### config.mk
export PLATFORM = sky130hd
export DESIGN_NAME = mgma_gate
export DESIGN_NICKNAME = d
export VERILOG_FILES = /design/src/rtl/mgma_pkg.sv /design/src/rtl/mgma_gate.sv
export SDC_FILE = /design/constraint.sdc
export NUM_CORES = 1
export LEC_CHECK = 0
export ABC_AREA = 1
export BUFFER_PORTS_ARGS = -buffer_cell sky130_fd_sc_hd__buf_2
export CORE_AREA = 10 10 47 49
export DETAILED_ROUTE_END_ITERATION = 12
export DIE_AREA = 0 0 57 59
export PLACE_DENSITY = 0.65
export SETUP_SLACK_MARGIN = 0.02
export SYNTH_ARGS = -nofsm -noshare
export SYNTH_HDL_FRONTEND = slang
export SYNTH_SLANG_ARGS = --single-unit
export TNS_END_PERCENT = 20
### constraint.sdc
create_clock -name vclk -period 1.2
set_input_delay 0.18 -clock vclk [all_inputs]
set_output_delay 0.18 -clock vclk [all_outputs]
set_load 0.01 [all_outputs]
### src/rtl/mgma_pkg.sv
`timescale 1ns / 1ps
// ---------------------------------------------------------------------------
// mgma_pkg
// Shared types and address constants of the gated memory access unit.
// ---------------------------------------------------------------------------
package mgma_pkg;

  // Access kinds carried on the input tuser
  typedef enum logic [1:0] {
    KIND_READ  = 2'd0,
    KIND_WRITE = 2'd1,
    KIND_LOAD  = 2'd2
  } kind_t;

  // Source of the read byte in the result stage
  typedef enum logic [2:0] {
    RD_ZERO = 3'd0,
    RD_MEM  = 3'd1,
    RD_BOOT = 3'd2,
    RD_FF   = 3'd3,
    RD_BOFF = 3'd4
  } rd_sel_t;

  // Decode result for one item
  typedef struct packed {
    logic    mem_we;
    logic    boot_we;
    logic    done;
    rd_sel_t rd_sel;
  } gate_t;

  localparam logic [15:0] ADDR_LCDC     = 16'hFF40;
  localparam logic [15:0] ADDR_STAT     = 16'hFF41;
  localparam logic [15:0] ADDR_BOOT_OFF = 16'hFF50;
  localparam logic [15:0] ADDR_IE       = 16'hFFFF;
  localparam logic [15:0] HRAM_LO       = 16'hFF80;
  localparam logic [15:0] HRAM_HI       = 16'hFFFE;
  localparam logic [15:0] WRAM_LO       = 16'hC000;
  localparam logic [15:0] WRAM_HI       = 16'hDFFF;
  localparam logic [15:0] IO_LO         = 16'hFF00;
  localparam logic [15:0] IO_HI         = 16'hFF7E;
  localparam logic [15:0] VRAM_LO       = 16'h8000;
  localparam logic [15:0] VRAM_HI       = 16'h9FFF;
  localparam logic [15:0] OAM_LO        = 16'hFE00;
  localparam logic [15:0] OAM_HI        = 16'hFE9F;

  localparam logic [7:0]  BYTE_FF       = 8'hFF;
  localparam logic [1:0]  MODE_XFER     = 2'd3;
  localparam int          LCD_ON_BIT    = 7;

endpackage

### src/rtl/mgma_gate.sv
`timescale 1ns / 1ps
// ---------------------------------------------------------------------------
// mgma_gate
// Access decode: write gating by DMA and video mode, read source selection.
// ---------------------------------------------------------------------------
module mgma_gate #(
  parameter int BOOT_ROM_BYTES = 256
) (
  input  mgma_pkg::kind_t kind,
  input  logic [15:0]     address,
  input  logic            force_req,
  input  logic            dma_active,
  input  logic            lcd_on,
  input  logic [1:0]      stat_mode,
  input  logic            boot_off,
  output mgma_pkg::gate_t gate
);

  localparam logic [16:0] BOOT_LIMIT = 17'(BOOT_ROM_BYTES);

  logic in_hram, in_wram, in_io, in_vram, in_oam, is_ie;
  logic boot_hit, load_hit, wr_ok;

  // address ranges
  always_comb begin
    in_hram  = address >= mgma_pkg::HRAM_LO && address <= mgma_pkg::HRAM_HI;
    in_wram  = address >= mgma_pkg::WRAM_LO && address <= mgma_pkg::WRAM_HI;
    in_io    = address >= mgma_pkg::IO_LO   && address <= mgma_pkg::IO_HI;
    in_vram  = address >= mgma_pkg::VRAM_LO && address <= mgma_pkg::VRAM_HI;
    in_oam   = address >= mgma_pkg::OAM_LO  && address <= mgma_pkg::OAM_HI;
    is_ie    = address == mgma_pkg::ADDR_IE;
    boot_hit = !boot_off && ({1'b0, address} < BOOT_LIMIT);
    load_hit = {9'b0, address[7:0]} < BOOT_LIMIT;
  end

  // write permission
  always_comb begin
    if (force_req) begin
      wr_ok = 1'b1;
    end else if (dma_active) begin
      wr_ok = in_hram;
    end else if (in_wram || in_hram || in_io || is_ie) begin
      wr_ok = 1'b1;
    end else if (in_vram) begin
      wr_ok = stat_mode != mgma_pkg::MODE_XFER || !lcd_on;
    end else if (in_oam) begin
      wr_ok = !stat_mode[1] || !lcd_on;
    end else begin
      wr_ok = 1'b0;
    end
  end

  // per-kind decode
  always_comb begin
    gate = '{mem_we: 1'b0, boot_we: 1'b0, done: 1'b0, rd_sel: mgma_pkg::RD_ZERO};
    unique case (kind)
      mgma_pkg::KIND_READ: begin
        if (!force_req && dma_active) begin
          gate.rd_sel = in_hram ? mgma_pkg::RD_MEM : mgma_pkg::RD_FF;
        end else if (boot_hit) begin
          gate.rd_sel = mgma_pkg::RD_BOOT;
        end else if (address == mgma_pkg::ADDR_BOOT_OFF) begin
          gate.rd_sel = mgma_pkg::RD_BOFF;
        end else begin
          gate.rd_sel = mgma_pkg::RD_MEM;
        end
      end
      mgma_pkg::KIND_WRITE: begin
        gate.mem_we = wr_ok;
        gate.done   = wr_ok;
      end
      mgma_pkg::KIND_LOAD: begin
        gate.boot_we = load_hit;
        gate.done    = load_hit;
      end
      default: begin
        gate.rd_sel = mgma_pkg::RD_ZERO;
      end
    endcase
  end

endmodule

==> results.md, run 1 <==
- Die H: 59 um
- Ant diodes: 0
- Syn nets: 120
- Seq/Total Area, Yosys: 0
- Initial DRC Count: 10
- Avg WL per Cell: around 12 um
- Top-Level Pins: 30
- Total GRT Usage: 0.09659
- Final period util: 1.129
- Post-layout util: 0.5902
- Distinct cells, synth: 15
- Die ar.: between 3000 and 4000 um^2
- Max VDD drop: ~0.15 mV
- Number of vias per cell: approximately 4.8
- Slew HR: 0.8381
- Clkbuf count: 0
- Max Slew Vio Count: 0
- Final setup fails: 5
- Syn_area_per_cell: ~4.6 um^2
- Critical path peak fanout: 3
- Commonest cells post-synth: nand2_1, inv_1, nor2_1
- Final worst setup slack: -155.2 ps
- Fmax: roughly 0.74 GHz
- Mapped Area: 431.7 um^2
- Synth warnings: 0
- Critical Path Start Type: input port
- Synthesis-to-layout area growth: 91.59%
- Power density over the cells: about 270 nW/um^2
- Flip-flop and latch count: 0
- Placer Congestion: between 0.7 and 0.8
- Hold Vio Cnt, Final: 0
- WL final: 1.773 mm
- WS Path Type: in -> out
- Count of input and output buffers: 30
- Final HPWL DP: between 1 and 1.5 mm
- Nets: 160
- Crit path arrival time: 1180 ps
- Vias in the first global route: around 730
- Failing checks: setup timing
- Worst-Margin Slew: 240.7 ps
- Initial antenna violation count: 0
- Share of layout cells above drive strength 1: 0.4809
- Vias: slightly above 700
- Worst Path Required: between 1000 and 1500 ps
- First-pass GRT wire length: between 2 and 3 mm
- Post-layout min period: 1355 ps
- Outcome: finished with violations
- DP Worst Slack: -236.1 ps
- Setup crit end kind: output port
- Core Area: between 1000 and 1500 um^2
- Die W: between 50 and 60 um
- GRT overflow: 0
- Area leader, netlist: nand2_1
- Post-Synthesis Cells: 93
- Leakage: approximately 0.46 nW
- DRC viols: 0
- Starting density of the core: 0.3080
- Largest net degree at the start of global routing: 6
- Post-synth top area share: 0.2435
- Hold path depth: 3
- Row cnt: 14
- Pre-antenna DRT Iters: 4
- Max cap viols: 0
- Top-count cell post-synth: nand2_1
- Top cells by area, synth: nand2_1, inv_1, nor2_1
- RSZ-0062 raised after global routing: true
- Fill count: 151
- Antenna Nets Post-Route: 0
- Hold Path Class: in -> out
- Reg area: 0 um^2
[kinds of logic (layout without fill, tap and decap cells)]
| family | count (synthesis) | count (layout) | synth area share |
|---|---|---|---|
| and+or+nand+nor | 66 | 66 | 0.6783 |
| buffers and inverters | 20 | 58 | 0.1739 |
| AOI/OAI and AO/OA | 4 | 4 | 0.06088 |
| adders and majority gates | 3 | 3 | 0.08697 |
[power breakdown]
group | leakage (nW) | switching (mW) | internal, mW | total, mW
registers | 0 | 0 | 0 | 0
clock network | 0 | 0 | 0 | 0
logic | 0.461 | 0.109 | 0.112 | 0.222
[per-stage QoR]
step | TNS (ps) | cell area, um^2 | hold slack (ps) | instances | total power, mW
6_report | -611.5 | 827.0 | 740.9 | 147 | 0.2219
5_1_grt | -1103 | 827.0 | 779.3 | 147 | 0.2452
4_1_cts | -709.8 | 785.8 | 737.5 | 147 | 0.2061
3_5_place_dp | -1022 | 654.4 | 748.9 | 146 | 0.1642
3_3_place_gp | -931.6 | 654.4 | 728.5 | 146 | 0.1606
2_1_floorplan | 0 | 431.7 | 518.3 | 93 | 0.07136
[layout by cell type (no fill, tap or decap)]
cell type,count
nand2_1,23
nor4_1,1
buf_4,8
a21oi_1,1
nand3_1,8
buf_6,10
nor2_2,4
buf_2,18
or2_4,1
ha_1,3
nor2_4,3
buf_8,2
inv_2,2
nand2_2,6
nor4_2,2
nor2_1,10
nor3_2,2
inv_1,18
and3_1,1
nand2_4,2
a21oi_2,2
a21boi_2,1
nand4_1,3
[final cells by class]
cell class | instances | area (um^2) | share of cell area
multi-input combinational | 73 | 439.2 | 0.5310
timing repair buffer | 38 | 292.8 | 0.3540
inverter | 20 | 75.07 | 0.09077
tap | 16 | 20.02 | 0.02421
[per-layer routing]
metal / track usage / share of wire
met5: 0 / 0
met3: 0.002146 / 0.016
met2: 0.2186 / 0.58
met1: 0.09681 / 0.40
met4: 0 / 0
[final timing paths]
check                  startpoint       to  slack [ps]
worst min-delay path      kind[1]  gate[4]         740
worst max-delay path  address[12]  gate[3]        -160
[worst max-delay path: stages]
cell     delay, ps
buf_6           80
nand2_2         70
nor2_4         110
nand2_2         70
nor2_2          90
nand2_2         80
nand2_1         70
inv_1           40
nand2_1         70
nand2_2         60
a21oi_2        110
buf_2          140
[repair_timing]
action                     in CTS  in global routing
pin swaps                      20                 15
setup endpoints to repair       5                  5
buffers inserted                1                  0
hold buffers                    0                  0
resized for setup              31                 12
Power figures use the tool's default switching activity.
==> run 2, diff against run 1 <==
--- a/config.mk
+++ b/config.mk
@@ -10,8 +10,9 @@
 export CORE_AREA = 10 10 47 49
 export DETAILED_ROUTE_END_ITERATION = 12
 export DIE_AREA = 0 0 57 59
-export PLACE_DENSITY = 0.65
+export PLACE_DENSITY_LB_ADDON = 0.08
 export SETUP_SLACK_MARGIN = 0.02
+export SLEW_MARGIN = 30
 export SYNTH_ARGS = -nofsm -noshare
 export SYNTH_HDL_FRONTEND = slang
 export SYNTH_SLANG_ARGS = --single-unit
==> run 2 against run 1 <==
  * The flow still finishes with violations (setup timing)
  * Worst hold slack got worse by 23 ps
  * Flip-flop and latch count unchanged
  * Final area fell by 4.7%
  * Clock-buffer cell count unchanged
  * First-iteration DRC count shrank 20%
  * Wire length is 18% lower
  * Via count down 6.5%
  * Critical endpoint is now gate[0]
==> results.md, run 2 (synthesis results as in run 1) <==
- Outcome: finished with violations (unchanged)
- Failing checks: setup timing (unchanged)
- Max cap viols: 0 (unchanged)
- Initial antenna violation count: 0 (unchanged)
- Met1 Resource Use GR: 0.1085 (was 0.09681)
- Synthesis-to-layout area growth: 82.61% (was 91.59%)
- DRC viols: 0 (unchanged)
- Vias in the first global route: 620 (was 729)
- Reg area: 0 um^2 (unchanged)
- Power density over the cells: 258.6 nW/um^2 (was 268.3 nW/um^2)
- Avg WL per Cell: 9.898 um (was 12.06 um)
- Die W: 57 um (unchanged)
- Crit path arrival time: 1160 ps (was 1180 ps)
- Final worst setup slack: -142.2 ps (was -155.2 ps)
- Fill count: 160 (was 151)
- Hold Vio Cnt, Final: 0 (unchanged)
- Die H: 59 um (unchanged)
- Total GRT Usage: 0.08222 (was 0.09659)
- Clkbuf count: 0 (unchanged)
- RSZ-0062 raised after global routing: true (unchanged)
- WS Path Type: in -> out (unchanged)
- Pre-antenna DRT Iters: 4 (unchanged)
- Placer Congestion: 0.8315 (was 0.7332)
- Slew HR: 0.8310 (was 0.8381)
- Critical Path Start Type: input port (unchanged)
- Number of vias per cell: 4.524 (was 4.837)
- Met3 Resource Use GR: 0.01073 (was 0.002146)
- Setup crit end kind: output port (unchanged)
- Core Area: 1401 um^2 (unchanged)
- Vias: 665 (was 711)
- Fmax: 0.7451 GHz (was 0.7379 GHz)
- GRT overflow: 0 (unchanged)
- Antenna Nets Post-Route: 0 (unchanged)
- Nets: 160 (unchanged)
- M2 GR Usage: 0.1457 (was 0.2186)
- Critical path peak fanout: 3 (unchanged)
- Final setup fails: 5 (unchanged)
- TNS Setup: -559.5 ps (was -611.5 ps)
- Max VDD drop: 0.1297 mV (was 0.1502 mV)
- Commonest cells after routing, fill and taps aside: nand2_1, buf_2, inv_1 (was nand2_1, inv_1, buf_2)
- Worst-Margin Slew: 251.2 ps (was 240.7 ps)
- Starting density of the core: 0.3080 (unchanged)
- WL final: 1.455 mm (was 1.773 mm)
- Final HPWL DP: 1.265 mm (was 1.342 mm)
- First-pass GRT wire length: 2.504 mm (was 2.870 mm)
- Largest net degree at the start of global routing: 6 (unchanged)
- Row cnt: 14 (unchanged)
- Hold Path Class: in -> out (unchanged)
- Worst Path Required: 1020 ps (about the same)
- Max Slew Vio Count: 0 (unchanged)
- Final period util: 1.118 (was 1.129)
- Cts hold-fix bufs: 0 (unchanged)
- Flip-flop and latch count: 0 (unchanged)
- Leakage: 0.4498 nW (was 0.4610 nW)
- Top-Level Pins: 30 (unchanged)
- Initial DRC Count: 8 (was 10)
- Ant diodes: 0 (unchanged)
- Commonest non-fill, non-tap cell in the layout: nand2_1 (unchanged)
- Share of layout cells above drive strength 1: 0.4809 (unchanged)
- Post-layout min period: 1342 ps (was 1355 ps)
- Busiest grt layer: met2 (unchanged)
- Die ar.: 3363 um^2 (unchanged)
- Count of input and output buffers: 30 (unchanged)
- Post-layout util: 0.5625 (was 0.5902)
run 2: cell counts in the layout (fill, tap and decap cells not counted):
Identical to the previous run, type by type.
run 2: layer usage:
layer | vias up | wire length [um]
li1 | 364 | -
met1 | 282 | 686
met2 | 19 | 693
met3 | 0 | 75
met4 | 0 | 0
met5 | - | 0
run 2: critical path: stages:
cell	delay, ps
buf_2	120
nor2_1	100
nand3_1	100
nor4_2	170
buf_4	160
nand2_2	50
and3_1	150
buf_2	130
run 2: final timing paths:
check                       start      end  slack, ps  cells past startpoint
worst max-delay path  address[10]  gate[0]       -140                      8
worst min-delay path      kind[1]  gate[4]        720                      3
run 2: area by class of cell:
cell class | count | area [um^2] | share of cell area
multi-input combinational | 73 | 426.7 | 0.5413
inverter | 20 | 75.07 | 0.09524
timing repair buffer | 38 | 266.5 | 0.3381
tap | 16 | 20.02 | 0.02540
run 2: what timing repair did:
item / CTS / global route
pin swaps: 19 / 10
gates resized for setup: 31 / 5
endpoints found under the hold margin: 0 / 0
setup endpoints to repair: 5 / 5
setup buffers: 1 / 2
run 2: report_power, final:
group          switching [mW]  leakage, nW  internal, mW
registers                   0            0             0
logic                   0.102        0.450         0.102
clock network               0            0             0
run 2: stage by stage:
step / cells / hold slack (ps) / cell area, um^2 / total power [mW] / worst slack [ps]
floorplan: 93 / 518.3 / 431.7 / 0.07136 / 64.15
global placement: 144 / 721.5 / 639.4 / 0.1564 / -254.1
detailed placement: 144 / 725.6 / 639.4 / 0.1577 / -241.8
CTS: 145 / 725.6 / 765.7 / 0.1971 / -155.1
global route: 147 / 758.3 / 788.3 / 0.2276 / -259.5
finish: 147 / 718.0 / 788.3 / 0.2038 / -142.2
